## src/design/byte_ring_fifo_top_defines.svh

```systemverilog
// ============================================================================
// Byte ring FIFO assertion macros
// Shared concurrent assertion macros; they expand to nothing under synthesis.
// ============================================================================
`ifndef BYTE_RING_FIFO_TOP_DEFINES_SVH
`define BYTE_RING_FIFO_TOP_DEFINES_SVH

`ifndef SYNTHESIS
// Checked property with a reset that disables it.
`define BRF_ASSERT(label, clk, rst, prop, msg) \
   label: assert property (@(posedge clk) disable iff (rst) prop) else $error(msg);
// Checked property that also holds during reset.
`define BRF_ASSERT_ALWAYS(label, clk, prop, msg) \
   label: assert property (@(posedge clk) prop) else $error(msg);
`else
`define BRF_ASSERT(label, clk, rst, prop, msg)
`define BRF_ASSERT_ALWAYS(label, clk, prop, msg)
`endif

`endif

```

## src/design/brf_span.sv

```systemverilog
// ============================================================================
// Byte ring FIFO occupancy
// Used and free space and the contiguous spans for a pair of pointers.
// ============================================================================
module brf_span #(
   parameter int AW = 10,
   parameter int CW = 11
) (
   input  logic [AW-1:0] front,
   input  logic [AW-1:0] rear,
   input  logic [CW-1:0] cap,
   output logic [CW-1:0] used,
   output logic [CW-1:0] free,
   output logic [CW-1:0] contig_enq,
   output logic [CW-1:0] contig_deq
);

   logic [CW-1:0] f;
   logic [CW-1:0] r;

   assign f = CW'(front);
   assign r = CW'(rear);

   always_comb begin
      used = (f <= r) ? (r - f) : (cap - f + r);
      free = cap - used - CW'(1);
      // With the front at slot zero the last slot must stay empty.
      if (r < f) begin
         contig_enq = f - r - CW'(1);
      end else if (f == '0) begin
         contig_enq = cap - r - CW'(1);
      end else begin
         contig_enq = cap - r;
      end
      contig_deq = (f <= r) ? (r - f) : (cap - f);
   end

endmodule

```

## config.mk

```make
export PLATFORM = sky130hd
export DESIGN_NAME = brf_span
export DESIGN_NICKNAME = d
export VERILOG_FILES = /design/src/design/byte_ring_fifo_top_defines.svh /design/src/design/brf_span.sv
export SDC_FILE = /design/constraint.sdc
export NUM_CORES = 1
export LEC_CHECK = 0
export BUFFER_PORTS_ARGS = -buffer_cell sky130_fd_sc_hd__buf_2
export CELL_PAD_IN_SITES_DETAIL_PLACEMENT = 1
export CELL_PAD_IN_SITES_GLOBAL_PLACEMENT = 2
export CORE_MARGIN = 2
export CORE_UTILIZATION = 29
export DETAILED_ROUTE_END_ITERATION = 8
export PLACE_DENSITY_LB_ADDON = 0.1
export SLEW_MARGIN = 20
export SYNTH_ARGS = -nofsm -noshare
export SYNTH_HDL_FRONTEND = slang
export SYNTH_SLANG_ARGS = --single-unit
```

## constraint.sdc

```tcl
create_clock -name vclk -period 4.7
set_input_delay 0.705 -clock vclk [all_inputs]
set_output_delay 0.705 -clock vclk [all_outputs]
set_load 0.005 [all_outputs]
```

==> impl_metrics.tcl <==
set metrics [dict create \
    status "finished, violations left" \
    violations "setup timing" \
    max_slew.worst_pin.slew_ns 0.599 \
    io_buffers 75 \
    flops_and_latches 0 \
    setup_viol 4 \
    leakagePower_nw 2.55 \
    ioPinCount 75 \
    ys_seq_area_share_pct 0 \
    num-clock-buffers 0 \
    critPathLaunchType "input pin" \
    slew_headroom_pct 59.8 \
    gr-total-overflow 0 \
    drtAntennaViolNets 0 \
    fp.dieH_um 109 \
    dp_hpwl_mm 10.5 \
    antenna-diode-count 0 \
    power_frac_comb_pct 100.0 \
    crit_type "in2out" \
    synth_top_family_by_area "adder cells" \
    fin_crit_ns 5.16 \
    drc 0 \
    finalHoldViolCount 0 \
    peakVddDrop_mv 0.280 \
    wire_per_inst_um 15.3 \
    synth.top_cell.area_share_pct 23.2 \
    first_pass_iters 4 \
    area_delta_synth_final_pct 57.9 \
    cap_violations 0 \
    cp-end-kind "output port" \
    switching_share_pct 46.1 \
    syn_area_um2 3180 \
    synth_compound_area_share_pct 26.6 \
    timing.fmax_mhz 194 \
    worst_ep_arrival_time_ns 4.46 \
    antenna_found_initial 0 \
    fillCellCount 1392 \
    final-seq-area_um2 0 \
    dieArea_um2 11800 \
    yosys_warnings 0 \
    syn_avg_cell_area_um2 7.28 \
    timing.hold.ws_ns 1.75 \
    required_ns 3.99 \
    rows 38 \
    fin_nets 732 \
    multi_input_area_um2 3250 \
    drt-vias-per-instance 4.81 \
    syn-num-nets 532 \
    vias 3728 \
    power.switching_mw 0.703 \
    post-place-cells 759 \
    preCtsSetupSlack_ns -0.568 \
    synth-xor-area-share_pct 14.9 \
    grt_pass1_wl_mm 19.4 \
    dieWidth_um 109 \
    p_seq_share_pct 0 \
    clock_power_share_pct 0 \
    hold_class "in2out" \
    synth_cells 437 \
    period_share_pct 110 \
    yosys.area.top_type "ha_1" \
    yosysUniqueCellTypes 64 \
    rsz0062_at_grt "true" \
    grt_max_degree 22 \
    grt_pass1_vias 4024 \
    gp_congestion 0.850 \
    layout_commonest_cell "buf_4" \
    dpl_cell_area_um2 4640 \
    internal_power_mw 0.822 \
    yosys.area_share.simple_pct 21.6 \
    crit_fanout 4 \
    fin_util_pct 46.7 \
    synth_fa_ha_area_share_pct 27.4 \
    grtUsageTotal_pct 20.4 \
    instances_no_fill 775 \
    power_density_nw_per_um2 304 \
    synth_mux_area_share_pct 1.81 \
    synthTopCellsByArea "ha_1, xnor2_1, inv_1" \
    setup_ws_ns -0.462 \
    drive_above_1_share_pct 45.5 \
    design_area_um2 5020 \
    initial_core_util_pct 29.6 \
    layout_common_cells "buf_4, buf_2, ha_1" \
    dr.first_iter.drc_count 99 \
    maxSlewViolCount 0 \
    routed_wl_mm 11.9 \
    core_area_um2 10700 \
]
==> cell type report <==
type	instances	share of cell area [%]
inverters	47	3.86
multi-input cells	379	64.8
well taps	140	3.49
repair buffers	209	27.8
==> Yosys cell counts, types with 3 or more instances <==
cell type and n:
o211ai_1 3, nand4_1 4, nor3_1 4, xor2_1 19, a31oi_1 7, o21ai_1 5
nor2_1 31, maj3_2 3, nand2_1 47, o21ai_0 12, a21oi_1 35, clkbuf_1 4
inv_1 47, nor2b_1 5, ha_1 59, nand3_1 7, o21a_1 5, xnor2_1 35
fa_1 5, a211o_1 3, nand2b_1 5, buf_2 5, a21oi_2 4, a21o_1 22
o21bai_1 7, and2_1 3
==> worst max-delay path, cell delays in order <==
cell and delay (ns):
buf_12 0.11, inv_12 0.04, ha_4 0.11, inv_2 0.04, fa_2 0.58, ha_4 0.21, a21o_1 0.15, a21o_1 0.20
a21o_1 0.17, a21oi_2 0.20, xnor2_1 0.14, nand2_1 0.08, nand2_2 0.09, inv_2 0.05, ha_4 0.28, nor2_4 0.04
a21oi_4 0.17, nand3_1 0.11, mux2_4 0.30, nand4_1 0.12, maj3_2 0.20, a21oi_2 0.05, xnor2_1 0.17, buf_2 0.14
==> per-layer routing <==
metal	track usage, %	wire (µm)	up-vias
met5	0	0	-
met4	1.56	105	0
met3	0.359	159	6
met2	36.8	5780	41
met1	28.3	5830	1752
li1	-	-	1929
==> metrics by stage <==
step,setup TNS [ns],power (mW)
after global routing,-2.35,1.69
final,-1.43,1.53
after detailed placement,-1.76,1.34
after global placement,-1.48,1.31
after CTS,-1.34,1.49
after floorplan,-0.0733,0.759
==> cell families (layout without fill, tap and decap cells) <==
group                      count (synthesis)  after routing
adders and majority gates                 67             67
muxes                                      5              5
buffers and inverters                     58            256
and+or+nand+nor                          129            129
xor gates and xnor gates                  54             54
AOI/OAI and AO/OA                        124            124
==> power groups by stage <==
stage	sequential (mW)	clock, mW	combinational (mW)
after floorplan	0	0	0.759
after global placement	0	0	1.31
after detailed placement	0	0	1.34
after CTS	0	0	1.49
after global routing	0	0	1.69
final	0	0	1.53
==> what timing repair did <==
action,CTS,global route
pin swaps,42,14
hold buffers,0,0
setup endpoints to repair,5,5
buffers inserted,12,4
endpoints found under the hold margin,0,0
resized for setup,33,13
==> final timing paths <==
path | startpoint | endpoint | cells past startpoint
min | cap[0] | free[0] | 3
max | cap[0] | free[10] | 24
Note: power is estimated with default switching activity, not from simulation.
