==> src/design/byte_ring_fifo_top_defines.svh <==
// ============================================================================
// Byte ring FIFO assertion macros
// Shared concurrent assertion macros; they expand to nothing under synthesis.
// ============================================================================
`ifndef BYTE_RING_FIFO_TOP_DEFINES_SVH
`define BYTE_RING_FIFO_TOP_DEFINES_SVH

`ifndef SYNTHESIS
// Checked property with a reset that disables it.
`define BRF_ASSERT(label, clk, rst, prop, msg) \
   label: assert property (@(posedge clk) disable iff (rst) prop) else $error(msg);
// Checked property that also holds during reset.
`define BRF_ASSERT_ALWAYS(label, clk, prop, msg) \
   label: assert property (@(posedge clk) prop) else $error(msg);
`else
`define BRF_ASSERT(label, clk, rst, prop, msg)
`define BRF_ASSERT_ALWAYS(label, clk, prop, msg)
`endif

`endif

==> src/design/brf_pkg.sv <==
// ============================================================================
// Byte ring FIFO package
// Field widths, command codes and the result side-band type.
// ============================================================================
package brf_pkg;

   localparam int CMD_W  = 3;
   localparam int BYTE_W = 8;
   localparam int AMT_W  = 11;
   localparam int CAP_W  = 11;
   localparam int CNT_W  = 10;

   localparam logic [CAP_W-1:0] CAP_RESET = 11'd1024;

   typedef enum logic [CMD_W-1:0] {
      CMD_PUSH    = 3'd0,
      CMD_POP     = 3'd1,
      CMD_PEEK    = 3'd2,
      CMD_ADV_FRONT = 3'd3,
      CMD_ADV_REAR  = 3'd4,
      CMD_CLEAR   = 3'd5,
      CMD_STATUS  = 3'd6
   } cmd_type;

   // Per-request result information that travels alongside the memory read.
   typedef struct packed {
      logic             ok;
      logic             byte_en;
      logic [CNT_W-1:0] position;
   } rsp_meta_type;

endpackage

==> src/design/brf_span.sv <==
// ============================================================================
// Byte ring FIFO occupancy
// Used and free space and the contiguous spans for a pair of pointers.
// ============================================================================
module brf_span #(
   parameter int AW = 10,
   parameter int CW = 11
) (
   input  logic [AW-1:0] front,
   input  logic [AW-1:0] rear,
   input  logic [CW-1:0] cap,
   output logic [CW-1:0] used,
   output logic [CW-1:0] free,
   output logic [CW-1:0] contig_enq,
   output logic [CW-1:0] contig_deq
);

   logic [CW-1:0] f;
   logic [CW-1:0] r;

   assign f = CW'(front);
   assign r = CW'(rear);

   always_comb begin
      used = (f <= r) ? (r - f) : (cap - f + r);
      free = cap - used - CW'(1);
      // With the front at slot zero the last slot must stay empty.
      if (r < f) begin
         contig_enq = f - r - CW'(1);
      end else if (f == '0) begin
         contig_enq = cap - r - CW'(1);
      end else begin
         contig_enq = cap - r;
      end
      contig_deq = (f <= r) ? (r - f) : (cap - f);
   end

endmodule

==> src/design/brf_ctrl.sv <==
// ============================================================================
// Byte ring FIFO control
// Capacity register, pointers and command decode for one request a cycle.
// ============================================================================
module brf_ctrl
   import brf_pkg::*;
#(
   parameter int DEPTH = 1024,
   parameter int AW    = 10,
   parameter int CW    = 11
) (
   input  logic              clock,
   input  logic              reset,
   input  logic              accept,
   input  logic [CMD_W-1:0]  cmd,
   input  logic [AMT_W-1:0]  amount,
   input  logic              csr_we,
   input  logic [CAP_W-1:0]  csr_wdata,
   output logic [AW-1:0]     front,
   output logic [AW-1:0]     rear,
   output logic [CW-1:0]     eff_cap,
   output rsp_meta_type      meta,
   output logic              ram_wr_en,
   output logic [AW-1:0]     ram_wr_addr,
   output logic              ram_rd_en,
   output logic [AW-1:0]     ram_rd_addr
);

   localparam int XW = (CW > AMT_W) ? CW : AMT_W;

   logic [CAP_W-1:0] cap_ff, cap_in;
   logic [AW-1:0]    front_ff, front_in;
   logic [AW-1:0]    rear_ff, rear_in;
   logic [CW-1:0]    used;
   logic [CW-1:0]    free;
   logic [XW-1:0]    cap_x;
   logic [XW-1:0]    amt_x;
   logic             peek_hit;
   logic             rear_fits;
   logic [CW-1:0]    front_step;
   logic [CW-1:0]    rear_step;

   // Pointer plus a count below the capacity, wrapped once.
   function automatic logic [AW-1:0] wrap_add(input logic [AW-1:0] p,
                                              input logic [CW-1:0] n,
                                              input logic [CW-1:0] c);
      logic [CW-1:0] s;
      s = CW'(p) + n;
      if (s >= c) begin
         s = s - c;
      end
      return s[AW-1:0];
   endfunction

   // The capacity is saturated to the range the store supports.
   assign cap_x = XW'(cap_ff);
   always_comb begin
      if (cap_x < XW'(2)) begin
         eff_cap = CW'(2);
      end else if (cap_x > XW'(DEPTH)) begin
         eff_cap = CW'(DEPTH);
      end else begin
         eff_cap = CW'(cap_ff);
      end
   end

   brf_span #(.AW(AW), .CW(CW)) u_span_now (
      .front      (front_ff),
      .rear       (rear_ff),
      .cap        (eff_cap),
      .used       (used),
      .free       (free),
      .contig_enq (),
      .contig_deq ()
   );

   assign amt_x      = XW'(amount);
   assign peek_hit   = amt_x < XW'(used);
   assign rear_fits  = amt_x < XW'(free);
   assign front_step = peek_hit ? CW'(amount) : used;
   assign rear_step  = rear_fits ? CW'(amount) : free;

   always_comb begin
      cap_in      = cap_ff;
      front_in    = front_ff;
      rear_in     = rear_ff;
      meta        = '0;
      ram_wr_en   = 1'b0;
      ram_wr_addr = rear_ff;
      ram_rd_en   = 1'b0;
      ram_rd_addr = front_ff;
      if (accept) begin
         unique case (cmd_type'(cmd))
            CMD_PUSH: begin
               if (free != '0) begin
                  ram_wr_en = 1'b1;
                  rear_in   = wrap_add(rear_ff, CW'(1), eff_cap);
                  meta.ok   = 1'b1;
               end
            end
            CMD_POP: begin
               if (used != '0) begin
                  ram_rd_en    = 1'b1;
                  front_in     = wrap_add(front_ff, CW'(1), eff_cap);
                  meta.ok      = 1'b1;
                  meta.byte_en = 1'b1;
               end
            end
            CMD_PEEK: begin
               ram_rd_addr = wrap_add(front_ff, front_step, eff_cap);
               if (peek_hit) begin
                  ram_rd_en    = 1'b1;
                  meta.ok      = 1'b1;
                  meta.byte_en = 1'b1;
               end
            end
            CMD_ADV_FRONT: begin
               front_in      = wrap_add(front_ff, front_step, eff_cap);
               meta.position = CNT_W'(front_in);
               meta.ok       = 1'b1;
            end
            CMD_ADV_REAR: begin
               rear_in       = wrap_add(rear_ff, rear_step, eff_cap);
               meta.position = CNT_W'(rear_in);
               meta.ok       = 1'b1;
            end
            CMD_CLEAR: begin
               front_in = '0;
               rear_in  = '0;
               meta.ok  = 1'b1;
            end
            CMD_STATUS: begin
               meta.ok = 1'b1;
            end
            default: begin
            end
         endcase
      end
      // A capacity write restarts the buffer empty.
      if (csr_we) begin
         cap_in   = csr_wdata;
         front_in = '0;
         rear_in  = '0;
      end
   end

   always_ff @(posedge clock) begin
      if (reset) begin
         cap_ff   <= CAP_RESET;
         front_ff <= '0;
         rear_ff  <= '0;
      end else begin
         cap_ff   <= cap_in;
         front_ff <= front_in;
         rear_ff  <= rear_in;
      end
   end

   assign front = front_ff;
   assign rear  = rear_ff;

endmodule
==> config.mk <==
export PLATFORM = sky130hd
export DESIGN_NAME = brf_ctrl
export DESIGN_NICKNAME = d
export VERILOG_FILES = /design/src/design/byte_ring_fifo_top_defines.svh /design/src/design/brf_pkg.sv /design/src/design/brf_span.sv /design/src/design/brf_ctrl.sv
export SDC_FILE = /design/constraint.sdc
export NUM_CORES = 1
export LEC_CHECK = 0
export BUFFER_PORTS_ARGS = -buffer_cell sky130_fd_sc_hd__buf_2
export CORE_MARGIN = 1.5
export CORE_UTILIZATION = 55
export DETAILED_ROUTE_END_ITERATION = 10
export GPL_TIMING_DRIVEN = 0
export PLACE_DENSITY = 0.76
export REMOVE_ABC_BUFFERS = 1
export SLEW_MARGIN = 5
export SYNTH_ARGS = -nofsm -noshare
export SYNTH_HDL_FRONTEND = slang
export SYNTH_SLANG_ARGS = --single-unit
==> constraint.sdc <==
create_clock -name clock -period 33.1 [get_ports clock]
set_input_delay 6.62 -clock clock [delete_from_list [all_inputs] [get_ports clock]]
set_output_delay 6.62 -clock clock [all_outputs]
set_load 0.005 [all_outputs]
==> metrics.txt <==
pin count of the biggest net entering global routing=28; IR drop worst, VDD=around 0.052 mV; async set-reset flop share out of synthesis=0%; Net Switching=about 0.00046 W; Post-synth EDFFs=0; cell area after layout=~8600 sq um; maximum clock path buffer count=2; count of TritonRoute iterations in the first routing pass=6; final setup violating endpoints=0; Initial Utilization=57.0%; crit-path max FO=19; I/O pin cnt=94; latest clock arrival within the worst-skew pair=~280 ps; wire length of the first global-routing pass=38.8 mm; die boundary width=123 um; post-synthesis register bit count=31; clock edge transition at the registers on the reported setup and hold paths=approximately 60 ps; ANT nets after route=0; Overall Global Routing Usage=about a third; via count=between 8000 and 9000; setup TNS after final layout=0 ps; cell with the most instances after synthesis=ha_1; critical path arrival=approximately 14000 ps; combinational share of power=around nine tenths; count of pins over their slew limit=0; sinks on the clock net=31; number of unique standard cell types used by synthesis=90; unrepaired setup endpoints after global routing=false; grt total ovfl=0; routed vias/inst=~6.3; Post-CTS Setup Bufs=0; number of buffer and inverter instances along the worst setup path=3; Reg2Reg Capture Point=ram_wr_addr[4]; H-Tree Level Count=2; Vert. Die Dim=around 120 um; TritonCTS clock tree=built; register area share after synthesis=about 8%; Worst path depth=32; Max Clock Freq=between 40 and 50 MHz; YS warnings=0; top flip-flop cell by instance count after synthesis=dfxtp_1; startpoint-to-endpoint class of the critical path=in2out; maximum capacitance violations=0; category of cells accounting for the largest share of critical-path delay=compound AO/OA/AOI/OAI gates; Syn Std Cell Area=roughly 8000 sq um; required time of the worst setup path=26480 ps; leakage component of the power=roughly 4.1 nW; Final Power=approximately 0.00083 W; Final #Nets=around 1300; internal power contribution=0.000371 W; nature of the critical path endpoint=output port; floorplan row count=43; clock group share of total power=~6.5%; cell types with the largest area share after synthesis=ha_1, dfxtp_1, xnor2_1, mux2i_1, a21oi_1; sink of the worst hold path=cap_ff[3]; path category of the worst min-delay check=reg2reg; synthesized instance count=about 1100; launch point of the worst reg-to-reg path=cap_ff[6]; portion of the clock cycle consumed by the worst path in the final layout=61.3%; power density of the placed cells=96.4 nW/um^2; routed length per instance=approximately 19 um; placer congestion estimate=between 0.9 and 1; Total Routed Length=around 25 mm; Inserted Diodes=0; placement-stage cell area=8450 sq um; cell with the biggest individual delay on the critical path=a31oi_2; number of cells traversed by the worst register-to-register path=37; hold path startpoint=cap_ff[3]; core region area=around 14000 sq um; fraction of final layout cells sized beyond drive strength 1=between 10% and 20%; Area growth, synth to finish=8.24%; post_cts resized=0; number of buffers added on ports=slightly above 90; number of global-route vias before repair=between 7000 and 8000; Reg2Reg Setup Slack=around 22000 ps; most frequent cells after synthesis=ha_1, nor2_1, inv_1; DIE AREA=roughly 15000 sq um; DRC viols=0; initial antenna violation count=0; final count of hold timing violations=0; Synth top area share=between 10% and 20%; switching power share of the total=55.4%; worst slew margin relative to its limit=11.4%; Min-Delay Path Depth=2; Mean Syn Cell Area=7.40 sq um; CTS Hold Bufs=0; cell accounting for the most synthesized area=ha_1; Worst path max stage delay=approximately 700 ps; Clock Skew=roughly 3.6 ps; CP most frequent cell=o21ai_0; slew at the pin with the worst max-slew slack=1320 ps; buffer type at the clock tree root=clkbuf_16; TritonCTS Buffers=5; Flop pwr share=between 5 and 6%; minimum clock period after layout=roughly 20000 ps; Worst Setup Start Kind=input pin; detailed placer's ending HPWL=19.7 mm; result of the run=complete, no violations; drt first-iter violations=785
[layout by cell type, fill, tap and decap left out, drive strengths merged, types with 7 or more instances in the layout]
cell type	count
ha	112
nor2	99
inv	95
buf	93
nand2	83
a21oi	81
o21ai	74
xnor2	51
mux2i	42
dfxtp	31
nand3	30
nor3	28
xor2	21
a21o	21
nor2b	18
fa	18
a31oi	18
o21a	15
nand3b	15
and3	13
mux2	12
a211oi	12
or2	12
o21bai	10
nand4	10
nand2b	10
nor4	9
a21boi	7
o211ai	7
o31ai	7
[flip-flops by register name (all words and copies together), names as in the netlist]
signal       flops
front           10
ram_wr_addr     10
cap_ff          11
[per-layer routing]
layer	wire length (um)	track usage, %	up-vias
met4	810	11.4	0
met3	2330	4.89	59
met2	11000	51.3	387
met1	11100	46.5	3828
met5	0	0	-
li1	-	-	4033
[worst min-delay path, delay by kind of cell (launching register included)]
family           cells  cell delay (ps)
AND/OR/NAND/NOR      1               70
multiplexers         1               80
flip-flops           1              350
[how the worst max path moves through the flow]
stage,startpoint,to,slack (ps)
after floorplan,amount[2],meta[1],14230
after global placement,amount[2],meta[4],12710
after detailed placement,amount[2],meta[3],12670
after CTS,amount[2],meta[3],12630
after global routing,amount[2],meta[2],12310
final,amount[2],meta[4],12820
[cells by family (layout without fill, tap and decap cells)]
kind of cell	Yosys count	in the layout	synth area share, %
adders and majority gates	131	131	22.2
and+or+nand+nor	350	350	22.3
DFF	31	31	7.79
xor gates and xnor gates	72	72	8.01
AOI/OAI and AO/OA	305	305	25.6
muxes	54	54	6.97
buffers and inverters	134	197	7.14
[through the flow]
step	setup WS (ps)	cells	hold slack (ps)	utilization, %
4_1_cts	12630	1320	525	61.6
3_5_place_dp	12670	1312	511	60.4
5_1_grt	12310	1320	552	61.7
3_3_place_gp	12710	1312	495	60.4
2_1_floorplan	14230	1039	470	-
6_report	12820	1320	527	61.7
[cell type report]
class	count	area, sq um
Clock buffer	5	125
Clock inverter	3	43.8
Fill cell	1329	5360
Inverter	96	360
Multi-Input combinational cell	912	6790
Sequential cell	31	621
Tap cell	180	225
Timing Repair Buffer	93	465
[power by group through the flow]
stage / registers, W / clock network (W) / logic (W)
finish: 0.0000441 / 0.0000539 / 0.000734
global placement: 0.0000446 / 0 / 0.000705
detailed placement: 0.0000447 / 0 / 0.000716
CTS: 0.0000439 / 0.0000535 / 0.000720
floorplan: 0.0000429 / 0 / 0.000555
global route: 0.0000443 / 0.0000553 / 0.000809
Power figures use the tool's default switching activity.
